**config.mk**
```make
export PLATFORM = sky130hd
export DESIGN_NAME = output_mask_with_change_log
export DESIGN_NICKNAME = d
export VERILOG_FILES = /design/src/omcl_pkg.sv /design/src/omcl_ram.sv /design/src/omcl_mask.sv /design/src/output_mask_with_change_log.sv
export VERILOG_INCLUDE_DIRS = /design/src /design/src/src
export SDC_FILE = /design/constraint.sdc
export NUM_CORES = 2
export LEC_CHECK = 0
export BUFFER_PORTS_ARGS = -buffer_cell sky130_fd_sc_hd__clkbuf_2
export CAP_MARGIN = 20
export CORE_ASPECT_RATIO = 1.25
export CORE_MARGIN = 2
export CORE_UTILIZATION = 45
export DETAILED_ROUTE_END_ITERATION = 8
export GPL_TIMING_DRIVEN = 0
export PLACE_DENSITY = 0.71
export SYNTH_ARGS = -nofsm -noshare
export SYNTH_HDL_FRONTEND = slang
export SYNTH_SLANG_ARGS = --single-unit
export TNS_END_PERCENT = 30
```
**constraint.sdc**
```tcl
create_clock -name clk -period 9.83 [get_ports clk]
set_input_delay 0.4915 -clock clk [delete_from_list [all_inputs] [get_ports clk]]
set_output_delay 0.4915 -clock clk [all_outputs]
set_load 0.02 [all_outputs]
```
**src/output_mask_with_change_log_assert.svh**
```systemverilog
// ----------------------------------------------------------------------------
// Assertion macros for the output mask with change log
// Shared property wrappers, clocked on clk, held off while arst_n is low.
// ----------------------------------------------------------------------------
`ifndef OUTPUT_MASK_WITH_CHANGE_LOG_ASSERT_SVH
`define OUTPUT_MASK_WITH_CHANGE_LOG_ASSERT_SVH

// general property, may use |-> or |=>
`define OMCL_ASSERT(lbl, prop, msg) \
	lbl: assert property (@(posedge clk) disable iff (!arst_n) prop) \
		else $error(msg);

// condition that must never be seen
`define OMCL_ASSERT_NEVER(lbl, expr, msg) \
	`OMCL_ASSERT(lbl, !(expr), msg)

`endif

```
**src/omcl_pkg.sv**
```systemverilog
// ----------------------------------------------------------------------------
// omcl_pkg
// Constants, command codes and shared types of the output mask with change log.
// ----------------------------------------------------------------------------
package omcl_pkg;

	localparam int CHANNELS      = 10;
	// ring slot is taken from the low bits of the event count: keep a power of two
	localparam int HISTORY_DEPTH = 16;
	localparam int MAX_RESULTS   = 16;

	localparam int MASK_W   = 10;
	localparam int CH_IDX_W = (CHANNELS > 1) ? $clog2(CHANNELS) : 1;
	localparam int HIST_AW  = $clog2(HISTORY_DEPTH);
	localparam int ENTRY_W  = 32 + CHANNELS;

	typedef logic [2:0]          cmd_t;
	typedef logic [CHANNELS-1:0] chmask_t;

	localparam cmd_t CMD_SET   = 3'd0;
	localparam cmd_t CMD_CLEAR = 3'd1;
	localparam cmd_t CMD_LOAD  = 3'd2;
	localparam cmd_t CMD_QUERY = 3'd3;
	localparam cmd_t CMD_READ  = 3'd4;

	typedef struct packed {
		chmask_t     mask;
		logic        changed;
		logic        chan_on;
		logic [31:0] on_ms;
	} mask_res_t;

endpackage

```
**src/omcl_ram.sv**
```systemverilog
// ----------------------------------------------------------------------------
// omcl_ram
// Generic single write, single read RAM with registered read data.
// ----------------------------------------------------------------------------
module omcl_ram #(
	parameter int WIDTH = 8,
	parameter int DEPTH = 16
) (
	input  logic                     clk,
	input  logic                     we,
	input  logic [$clog2(DEPTH)-1:0] waddr,
	input  logic [WIDTH-1:0]         wdata,
	input  logic                     re,
	input  logic [$clog2(DEPTH)-1:0] raddr,
	output logic [WIDTH-1:0]         rdata
);

	logic [WIDTH-1:0] mem [DEPTH];
	logic [WIDTH-1:0] rdata_q;

	always_ff @(posedge clk) begin
		if (we) begin
			mem[waddr] <= wdata;
		end
		if (re) begin
			rdata_q <= mem[raddr];
		end
	end

	assign rdata = rdata_q;

endmodule

```
**src/omcl_mask.sv**
```systemverilog
// ----------------------------------------------------------------------------
// omcl_mask
// Enable mask and per-channel last-on times; works out the next mask of a word.
// ----------------------------------------------------------------------------
module omcl_mask (
	input  logic                clk,
	input  logic                arst_n,
	input  logic                commit,
	input  omcl_pkg::cmd_t      cmd,
	input  logic [3:0]          chan_idx,
	input  logic                turn_on,
	input  logic [15:0]         new_mask,
	input  logic                running,
	input  logic [31:0]         now_ms,
	output omcl_pkg::mask_res_t res
);
	import omcl_pkg::*;

	chmask_t               mask_q;
	logic [31:0]           last_on_q [CHANNELS];
	logic                  idx_ok;
	logic [CH_IDX_W-1:0]   sel;
	chmask_t               bit_m;
	chmask_t               target;
	chmask_t               rise;
	logic                  is_query;

	always_comb begin
		idx_ok   = (chan_idx != 4'd0) && (5'(chan_idx) <= 5'(CHANNELS));
		sel      = CH_IDX_W'(chan_idx - 4'd1);
		bit_m    = chmask_t'(1) << sel;
		is_query = (cmd == CMD_QUERY) && idx_ok;
		unique case (cmd)
			CMD_SET: begin
				if (!idx_ok) begin
					target = mask_q;
				end else if (turn_on) begin
					target = mask_q | bit_m;
				end else begin
					target = mask_q & ~bit_m;
				end
			end
			CMD_CLEAR: target = '0;
			CMD_LOAD:  target = running ? CHANNELS'(new_mask) : '0;
			default:   target = mask_q;
		endcase
		rise        = target & ~mask_q;
		res.mask    = target;
		res.changed = (target != mask_q);
		res.chan_on = is_query && mask_q[sel];
		res.on_ms   = is_query ? last_on_q[sel] : 32'd0;
	end

	always_ff @(posedge clk or negedge arst_n) begin
		if (!arst_n) begin
			mask_q <= '0;
			for (int i = 0; i < CHANNELS; i++) begin
				last_on_q[i] <= 32'd0;
			end
		end else if (commit) begin
			mask_q <= target;
			// off to on stamps the channel
			for (int i = 0; i < CHANNELS; i++) begin
				if (rise[i]) begin
					last_on_q[i] <= now_ms;
				end
			end
		end
	end

endmodule

```
**src/output_mask_with_change_log.sv**
```systemverilog
// ----------------------------------------------------------------------------
// output_mask_with_change_log
// Channel enable mask with last-on times and a ring of mask change events.
// ----------------------------------------------------------------------------
//  channel  dir  tdata / tuser / tlast
//  s_*      in   command in tuser; index, on, mask, running, time, seq, max
//  m_*      out  mask and query fields, entry fields; entry_valid in tuser
//
//  A control or query word is captured, then commits and loads its result once
//  the output is free. A history read is captured and set up, then each entry
//  takes a ring RAM read state and a data state for the registered read data.
//  Reset clears the mask, last-on times and event count; ring entries are
//  only read once written. A stalled output holds the next word in its stage.
// ----------------------------------------------------------------------------
module output_mask_with_change_log (
	input  logic         clk,
	input  logic         arst_n,
	input  logic         s_tvalid,
	output logic         s_tready,
	// channel_index, turn_on, new_mask, device_running, now_ms, from_seq, max_entries
	input  logic [95:0]  s_tdata,
	// command
	input  logic [2:0]   s_tuser,
	output logic         m_tvalid,
	input  logic         m_tready,
	// mask_now, mask_changed, channel_on, channel_last_on_ms, entry_time_ms,
	// entry_mask, next_seq
	output logic [119:0] m_tdata,
	// entry_valid
	output logic         m_tuser,
	output logic         m_tlast
);
	import omcl_pkg::*;

	localparam logic [2:0] ST_IDLE  = 3'd0;
	localparam logic [2:0] ST_EXEC  = 3'd1;
	localparam logic [2:0] ST_AVAIL = 3'd2;
	localparam logic [2:0] ST_RD    = 3'd3;
	localparam logic [2:0] ST_DATA  = 3'd4;

	logic [2:0]         state_q;
	cmd_t               cmd_q;
	logic [3:0]         idx_q;
	logic               on_q;
	logic [15:0]        nm_q;
	logic               run_q;
	logic [31:0]        now_q;
	logic [31:0]        from_q;
	logic [4:0]         maxe_q;

	logic [31:0]        count_q;
	logic [31:0]        from_c_q;
	logic [31:0]        nseq_q;
	logic [4:0]         rem_q;
	logic [HIST_AW-1:0] ptr_q;

	logic               m_valid_q;
	logic [MASK_W-1:0]  od_mask_q;
	logic               od_chg_q;
	logic               od_on_q;
	logic [31:0]        od_onms_q;
	logic               od_ev_q;
	logic [31:0]        od_etime_q;
	logic [MASK_W-1:0]  od_emask_q;
	logic [31:0]        od_nseq_q;
	logic               od_last_q;

	mask_res_t          mres;
	logic               out_free;
	logic               commit;
	logic               ram_we;
	logic               ram_re;
	logic [ENTRY_W-1:0] ram_rdata;
	logic [31:0]        lo;
	logic [31:0]        from_c;
	logic [31:0]        diff;
	logic [4:0]         maxc;
	logic [4:0]         avail;
	logic               single;
	logic [31:0]        single_seq;
	logic               out_load;

	assign s_tready = (state_q == ST_IDLE);
	assign out_free = !m_valid_q || m_tready;

	omcl_mask u_mask (
		.clk      (clk),
		.arst_n   (arst_n),
		.commit   (commit),
		.cmd      (cmd_q),
		.chan_idx (idx_q),
		.turn_on  (on_q),
		.new_mask (nm_q),
		.running  (run_q),
		.now_ms   (now_q),
		.res      (mres)
	);

	// ring of {time, mask}; slot is the low bits of the event count
	omcl_ram #(
		.WIDTH (ENTRY_W),
		.DEPTH (HISTORY_DEPTH)
	) u_ring (
		.clk   (clk),
		.we    (ram_we),
		.waddr (count_q[HIST_AW-1:0]),
		.wdata ({now_q, mres.mask}),
		.re    (ram_re),
		.raddr (ptr_q),
		.rdata (ram_rdata)
	);

	always_comb begin
		commit = (state_q == ST_EXEC) && out_free && (cmd_q != CMD_READ);
		// the newest logged mask always equals the current one, so any change logs
		ram_we = commit && mres.changed;
		ram_re = (state_q == ST_RD);

		lo     = (count_q > 32'(HISTORY_DEPTH)) ? count_q - 32'(HISTORY_DEPTH) : 32'd0;
		if (from_q < lo) begin
			from_c = lo;
		end else if (from_q > count_q) begin
			from_c = count_q;
		end else begin
			from_c = from_q;
		end

		diff  = count_q - from_c_q;
		maxc  = (maxe_q > 5'(MAX_RESULTS)) ? 5'(MAX_RESULTS) : maxe_q;
		avail = (diff < 32'(maxc)) ? diff[4:0] : maxc;

		single = (maxe_q == 5'd0) || (count_q == 32'd0) || (avail == 5'd0);
		priority if (maxe_q == 5'd0) begin
			single_seq = from_q;
		end else if (count_q == 32'd0) begin
			single_seq = 32'd0;
		end else begin
			single_seq = from_c_q;
		end

		out_load = out_free && (commit || ((state_q == ST_AVAIL) && single) ||
			(state_q == ST_DATA));
	end

	always_ff @(posedge clk or negedge arst_n) begin
		if (!arst_n) begin
			state_q <= ST_IDLE;
			count_q <= 32'd0;
		end else begin
			if (ram_we) begin
				count_q <= count_q + 32'd1;
			end
			unique case (state_q)
				ST_IDLE: begin
					if (s_tvalid) begin
						state_q <= ST_EXEC;
					end
				end
				ST_EXEC: begin
					if (cmd_q == CMD_READ) begin
						state_q <= ST_AVAIL;
					end else if (out_free) begin
						state_q <= ST_IDLE;
					end
				end
				ST_AVAIL: begin
					if (!single) begin
						state_q <= ST_RD;
					end else if (out_free) begin
						state_q <= ST_IDLE;
					end
				end
				ST_RD: state_q <= ST_DATA;
				ST_DATA: begin
					if (out_free) begin
						state_q <= (rem_q == 5'd0) ? ST_IDLE : ST_RD;
					end
				end
				default: state_q <= ST_IDLE;
			endcase
		end
	end

	// input capture and read sequencer registers
	always_ff @(posedge clk) begin
		if (s_tvalid && s_tready) begin
			cmd_q  <= s_tuser;
			idx_q  <= s_tdata[3:0];
			on_q   <= s_tdata[4];
			nm_q   <= s_tdata[20:5];
			run_q  <= s_tdata[21];
			now_q  <= s_tdata[53:22];
			from_q <= s_tdata[85:54];
			maxe_q <= s_tdata[90:86];
		end
		if (state_q == ST_EXEC) begin
			from_c_q <= from_c;
		end
		if ((state_q == ST_AVAIL) && !single) begin
			rem_q  <= avail;
			ptr_q  <= from_c_q[HIST_AW-1:0];
			nseq_q <= from_c_q + 32'(avail);
		end
		if (state_q == ST_RD) begin
			rem_q <= rem_q - 5'd1;
			ptr_q <= ptr_q + HIST_AW'(1);
		end
	end

	// output stage
	always_ff @(posedge clk or negedge arst_n) begin
		if (!arst_n) begin
			m_valid_q <= 1'b0;
		end else if (out_load) begin
			m_valid_q <= 1'b1;
		end else if (m_tready) begin
			m_valid_q <= 1'b0;
		end
	end

	always_ff @(posedge clk) begin
		if (out_load) begin
			od_mask_q <= MASK_W'(mres.mask);
			od_chg_q  <= commit && mres.changed;
			od_on_q   <= commit && mres.chan_on;
			od_onms_q <= commit ? mres.on_ms : 32'd0;
			if (state_q == ST_DATA) begin
				od_ev_q    <= 1'b1;
				od_etime_q <= ram_rdata[ENTRY_W-1:CHANNELS];
				od_emask_q <= MASK_W'(ram_rdata[CHANNELS-1:0]);
				od_nseq_q  <= nseq_q;
				od_last_q  <= (rem_q == 5'd0);
			end else begin
				od_ev_q    <= 1'b0;
				od_etime_q <= 32'd0;
				od_emask_q <= '0;
				od_nseq_q  <= (state_q == ST_AVAIL) ? single_seq : 32'd0;
				od_last_q  <= 1'b1;
			end
		end
	end

	assign m_tvalid = m_valid_q;
	assign m_tuser  = od_ev_q;
	assign m_tlast  = od_last_q;
	assign m_tdata  = {2'b00, od_nseq_q, od_emask_q, od_etime_q, od_onms_q, od_on_q,
		od_chg_q, od_mask_q};

`include "output_mask_with_change_log_assert.svh"

	`OMCL_ASSERT_NEVER(a_rd_empty, (state_q == ST_RD) && (rem_q == 5'd0), "read with no entries left")
	`OMCL_ASSERT(a_log_count, ram_we |=> (count_q == $past(count_q) + 32'd1), "event count not advanced")
	`OMCL_ASSERT(a_entry_nochg, (m_valid_q && od_ev_q) |-> !od_chg_q, "entry word marks a change")
	`OMCL_ASSERT(a_load_free, out_load |-> out_free, "output stage overwritten")

endmodule

```
# ---- After elaboration in Yosys (flattened, before gate mapping)
# Memories as Yosys holds them, arrays and structs flattened. A register that Yosys moved wholly into a read port is not among the register bits.
# Index checks and enable logic that the tools add are counted.
dict set report totals {
  word_cells 143
  mem_count 1
  mem_bits_rw 672
  regBits 647
  input_bits 103
  output_inout_bits 124
}
dict set report classes {
  order_cmp 8
  n_addsub 7
  reduce_logical 39
  n_bitwise 6
  n_mux 34
  n_eq_ne 12
  shift 1
}
# memory words word_bits rd rd_ports_with_merged_regs wr line
set memory_table {}
lappend memory_table {u_ring.mem 16 42 1 1 1 omcl_ram.sv:18} ;# logic [WIDTH-1:0] mem [DEPTH];
# operator n
set op_table {}
lappend op_table {{2-to-1 mux 32 bit} 9}
lappend op_table {{binary-select mux 32 bit (select 4 bit)} 1}
lappend op_table {{adder 32 x 1 -> 32 bit (second input constant)} 1}
lappend op_table {{adder 32 x 5 -> 32 bit} 1}
lappend op_table {{> comparator 32 bit} 1}
lappend op_table {{> comparator 32 x 5 -> 1 bit (second input constant)} 1}
lappend op_table {{zero test 32 bit} 1}
lappend op_table {{less-than comparator 32 bit} 1}
lappend op_table {{less-than comparator 32 x 5 -> 1 bit} 1}
lappend op_table {{subtractor 32 bit} 1}
lappend op_table {{subtractor 32 x 5 -> 32 bit (second input constant)} 1}
lappend op_table {{2-to-1 mux 10 bit} 3}
lappend op_table {{one-hot mux 10 bit (3 select lines)} 1}
lappend op_table {{AND reduction 2 bit} 12}
lappend op_table {{bitwise AND 10 bit} 2}
lappend op_table {{2-to-1 mux 5 bit} 4}
lappend op_table {{NOT 10 bit} 2}
lappend op_table {{zero test 5 bit} 3}
lappend op_table {{2-to-1 mux 3 bit} 5}
lappend op_table {{one-hot mux 3 bit (5 select lines)} 1}
lappend op_table {{== test 3 x 2 -> 1 bit (second input constant)} 4}
lappend op_table {{logical AND 1 bit} 11}
lappend op_table {{inequality test 10 bit} 1}
lappend op_table {{OR 10 bit} 1}
lappend op_table {{22 further kinds} 38}

# ---- Depth between registers and ports, before layout
dict set report depth {
  ltp_word 11
  mapped_depth 33
  mapped_depth_nobuf 31
}

# ---- By module
# Synthesis repeated with hierarchy kept, for this count alone.
dict set report hier_totals {
  cells_unflattened 3789
  hier_area_um2 59893.7
}
# module area_each_um2 instances seq_area_each_um2 cells_per_inst
set modules_own_cells {}
lappend modules_own_cells {omcl_ram 26476.6 1 21440.6 1092}
lappend modules_own_cells {output_mask_with_change_log 17496.8 1 9519.1 1531}
lappend modules_own_cells {omcl_mask 15920.3 1 8257.9 1166}

# ---- Worst setup path before layout
# Ideal clock, no wire load.
dict set report synth_path {
  kind {reg2reg}
  startpoint {reg count_q[0]}
  endpoint {reg od_last_q, in the netlist m_tlast (enable)}
  setup_time_ps 639
  synth_period_minus_slack_ps 10215
  arrival_time_ps 9576
  t_required_ps 9191
  path_slack_ps -385
  stages_incl_launch_ff 20
  path_buffers 0
  path_cell_list {dfrtp_1 inv_1 ha_1 fa_1 nand2b_1 nand2b_1 a21oi_1 xnor2_1 ha_1 o21bai_1 a2111oi_0 o2111ai_1 a2111oi_0 and4b_1 nand4_1 and4b_1 nand2_1 or3_1 a21o_1 a21oi_1}
}
dict set report synth_between {
  elab_chain_len 9
  elab_cells_between_ends 11
  cone_classes {add/sub (1); order compare (1); mux (1); reduce/logical (8)}
}
# element line
set synth_lines {}
lappend synth_lines {{from (decl)} output_mask_with_change_log.sv:51} ;# logic [31:0] count_q;
lappend synth_lines {{from (signal assigned)} output_mask_with_change_log.sv:151} ;# count_q <= count_q + 32'd1;
lappend synth_lines {{subtractor 32 bit} output_mask_with_change_log.sv:128} ;# diff = count_q - from_c_q;
lappend synth_lines {{less-than comparator 32 x 5 -> 1 bit} output_mask_with_change_log.sv:130} ;# avail = (diff < 32'(maxc)) ? diff[4:0] : maxc;
lappend synth_lines {{2-to-1 mux 5 bit} output_mask_with_change_log.sv:130}
lappend synth_lines {{zero test 5 bit} output_mask_with_change_log.sv:132} ;# single = (maxe_q == 5'd0) || (count_q == 32'd0) || (avail == 5'd0);
lappend synth_lines {{logical OR 1 bit *} output_mask_with_change_log.sv:132}
lappend synth_lines {{logical AND 1 bit *} output_mask_with_change_log.sv:141} ;# out_load = out_free && (commit || ((state_q == ST_AVAIL) && single) ||
lappend synth_lines {{logical OR 1 bit * (2 in a row)} output_mask_with_change_log.sv:141}
lappend synth_lines {{logical AND 1 bit *} output_mask_with_change_log.sv:141}
lappend synth_lines {{via out_load} output_mask_with_change_log.sv:81} ;# logic out_load;
lappend synth_lines {{to (signal assigned)} output_mask_with_change_log.sv:232} ;# od_last_q <= (rem_q == 5'd0);
lappend synth_lines {{to (decl)} output_mask_with_change_log.sv:66} ;# logic od_last_q;
# The timed path passes the listed nets; every way through them passes the cells marked *.
# A chain may end at the register's enable or synchronous reset.

# ---- Worst setup path after layout
dict set report layout_path {
  startpoint {reg count_q[0]}
  endpoint {reg nseq_q[29], data pin}
}
dict set report layout_between {
  elab_chain_len 4
}
# element line
set layout_lines {}
lappend layout_lines {{subtractor 32 bit *} output_mask_with_change_log.sv:128}
lappend layout_lines {{less-than comparator 32 x 5 -> 1 bit} output_mask_with_change_log.sv:130}
lappend layout_lines {{2-to-1 mux 5 bit *} output_mask_with_change_log.sv:130}
lappend layout_lines {{adder 32 x 5 -> 32 bit *} output_mask_with_change_log.sv:202} ;# nseq_q <= from_c_q + 32'(avail);
lappend layout_lines {{to (signal assigned)} output_mask_with_change_log.sv:202}
lappend layout_lines {{to (decl)} output_mask_with_change_log.sv:53} ;# logic [31:0] nseq_q;
# Mark *: on every way between the ends. The rest lies on a longest branch, timed or not.

==> results.py <==
metrics = {
    "sta": {
        "setup_viol": 0,
        "slew_headroom_pct": 27.5,
        "period_share_pct": 78.0,
        "rsz0062_at_grt": "false",
        "maxSlewViolCount": 0,
        "final.min_clock_period_ps": 7670,
        "worst_slew_pin_slew_ps": 1090,
        "skew_ps": 46.7,
        "fmax_ghz": 0.130,
        "finalHoldViolCount": 0,
    },
    "worst_setup_path": {
        "cp.arrival_ps": 8200,
        "crit_required_ps": 10360,
        "cp-start-kind": "register",
        "crit_path_max_fanout": 7,
        "crit_slowest_cell": "dfrtp_1",
        "ff2ff_path_depth": 33,
        "slowest_delay_ps": 500,
        "end_kind": "register",
        "crit_type": "register to register",
    },
    "synth": {
        "synth_edf_count": 995,
        "synth-simple-area-share_pct": 4.61,
        "synth.yosys.seq_area_share_pct": 66.1,
        "yosys-top-cells-area": "edfxtp_1 (51%), dfrtp_1 (16%), mux4_2 (11%)",
        "synth_seq_cells": 1361,
        "synthesis.area_um2": 59000,
        "async_reset_ff_share_pct": 26.9,
        "yosysWarnings": 0,
        "syn_area_per_cell_um2": 16.6,
        "yosys.area_share.adder_pct": 2.78,
        "muxShareOfSynthArea_pct": 18.7,
        "synth_xor_area_share_pct": 1.57,
        "synth_top_cell_by_area": "edfxtp_1",
        "synth_cell_types": 77,
        "netlist.area_leader.share_pct": 50.6,
        "synth_top_family_by_area": "multiplexers",
        "synth_ff_type": "edfxtp_1",
        "synth_compound_area_share_pct": 4.10,
        "synthesis.instances": 3556,
    },
    "global_routing": {
        "grtUsageTotal_pct": 22.3,
        "gr-total-overflow": 0,
        "grt_pass1_wl_um": 220000,
        "grt_start_max_net_pins": 106,
        "antenna_found_initial": 4,
        "grt_pass1_vias": 34895,
    },
    "floorplanning": {
        "pin_count": 227,
        "rows": 148,
        "initial_core_util_pct": 45.4,
        "die_w_um": 328,
        "core_area_um2": 130000,
        "die_y_um": 409,
        "die-area_um2": 134000,
    },
    "power": {
        "pwr_density_cell_nw_per_um2": 297,
        "p_int_mw": 13.7,
        "clkPwrFrac_pct": 25.7,
        "combinationalPowerShare_pct": 30.9,
        "power_mw": 20.3,
        "seq_power_share_pct": 43.4,
        "p_leak_nw": 25.4,
        "p_switching_mw": 6.62,
        "switching_share_pct": 32.6,
        "vdd_drop_max_uv": 207,
    },
    "place": {
        "placed_cells": 5525,
        "portBuffers": 213,
        "gp_congestion": 0.870,
        "placed_area_um2": 62800,
        "dp_hpwl_um": 97700,
    },
    "route": {
        "routedWlPerCell_um": 25.4,
        "drcViolationCount": 0,
        "vias_per_cell": 5.72,
        "firstDrtPassIters": 5,
        "antenna_left": 0,
        "wirelength_um": 149000,
        "num_vias": 33615,
        "drtIter0Drc": 3041,
    },
    "status": {
        "status": "complete, no violations",
    },
    "finish": {
        "drive_gt1_share_pct": 27.3,
        "final_cell_mix": "edfxtp_1 (995), dfrtp_1 (366), mux2_2 (357)",
        "finalNonFillerCells": 5874,
        "fin_nets": 4270,
        "fillers": 10345,
        "fin_area_um2": 68400,
        "syn2layout_area_growth_pct": 15.8,
        "largest_register": "u_ring.mem",
        "largest_reg_flops": 672,
        "layout_commonest_cell": "edfxtp_1",
    },
    "clocking": {
        "clock_latency_ps": 800,
        "cts_root_buffer": "clkbuf_16",
        "clock-sinks": 1361,
        "cts_tree": "done",
        "cts_inserted_buffers": 137,
        "worst_setup_hold_path_clk_slew_ps": 60,
        "cts_max_path_buffers": 3,
        "htreeDepth": 4,
    },
    "min_path": {
        "whs_path_depth": 3,
        "hp-class": "input port to register",
    },
    "run": {
        "maxCapViolCount": 0,
    },
}
[cell type report]
| type | count | area [µm²] | area share [%] |
|---|---|---|---|
| Antenna cell | 2 | 5.00 | 0.00732 |
| Buffer | 220 | 863 | 1.26 |
| Clock buffer | 177 | 3710 | 5.43 |
| Clock inverter | 72 | 810 | 1.18 |
| Inverter | 98 | 368 | 0.538 |
| Multi-Input combinational cell | 1878 | 18800 | 27.5 |
| Sequential cell | 1361 | 39000 | 57.1 |
| Tap cell | 1725 | 2160 | 3.16 |
| Timing Repair Buffer | 341 | 2600 | 3.81 |
[cells by family (layout without fill, tap and decap cells)]
family	after synthesis	count (layout)
xor gates and xnor gates	106	106
AOI/OAI and AO/OA	369	369
DFF	1361	1361
other	1	4
adders and majority gates	130	130
and+or+nand+nor	557	557
buffers and inverters	318	908
muxes	714	714
[path summary, 6_finish.rpt]
| path | startpoint | end | slack, ps |
|---|---|---|---|
| worst max-delay path | count_q[0]$_DFFE_PN0P_ | nseq_q[29]$_DFFE_PP_ | 2160 |
| worst max register to register | count_q[0]$_DFFE_PN0P_ | nseq_q[29]$_DFFE_PP_ | 2160 |
| max in group asynchronous | arst_n | count_q[31]$_DFFE_PN0P_ | 7600 |
| worst min-delay path | m_tready | state_q[2]$_DFFE_PN0P_ | 80 |
| min in group asynchronous | arst_n | u_mask.last_on_q[78]$_DFFE_PN0P_ | 290 |
| worst min register to register | u_mask.last_on_q[230]$_DFFE_PN0P_ | u_mask.last_on_q[230]$_DFFE_PN0P_ | 500 |
[power groups by stage]
stage	registers (mW)	clock network (mW)	logic, mW
3_3_place_gp	8.93	0	5.94
4_1_cts	8.80	5.30	6.27
5_1_grt	8.95	5.52	6.76
6_report	8.81	5.23	6.27
2_1_floorplan	8.86	0	4.04
3_5_place_dp	8.89	0	6.20
[layer usage]
layer	vias up	global-route usage, %	wire (µm)
met1	17354	27.5	57500
met2	1241	38.1	75500
met5	-	0	13
met3	292	4.49	9850
li1	14726	-	-
met4	2	9.47	6200
[per-stage QoR]
step | setup WS (ps) | hold WS, ps | utilization (%) | setup TNS (ps)
CTS | 2210 | 33.4 | 52.4 | 0
finish | 2160 | 77.4 | 52.5 | 0
global route | 1620 | 118 | 52.5 | 0
floorplan | 2320 | 196 | - | 0
detailed placement | 2260 | 487 | 48.3 | 0
global placement | -2580 | 481 | 47.8 | -571210
[cells in the mapped netlist, types with 5 or more instances]
master,number
edfxtp_1,995
dfrtp_1,366
mux2_2,357
mux4_2,276
nand2_1,205
ha_1,128
clkbuf_1,119
o21ai_0,119
inv_1,94
xnor2_1,89
nor2_1,88
buf_1,87
mux2i_1,79
a21oi_1,62
and3_1,58
nand4_1,47
a22oi_1,42
a21o_1,41
nand3_1,37
o22a_1,33
nor3_1,27
and2_1,25
xor2_1,17
nand2b_1,15
nor4_1,12
nor2b_1,11
buf_2,9
a31oi_1,8
o21a_1,7
or3_1,6
and4_1,5
o211ai_1,5
o21bai_1,5
[timing repair]
| action | CTS | global route |
|---|---|---|
| hold buffers | 89 | 0 |
| resized for setup | 0 | 0 |
| buffers inserted | 0 | 0 |
| endpoints found under the hold margin | 162 | 0 |
[critical path: cells and delay by family, from the launching register on]
kind                       cells  cell delay, ps
muxes                          1             270
xor gates and xnor gates       2             350
adders and majority gates      4            1240
buffers and inverters          4             630
AOI/OAI and AO/OA              6            1370
DFF                            1             500
and+or+nand+nor               16            3020
Note: power is estimated with default switching activity, not from simulation.
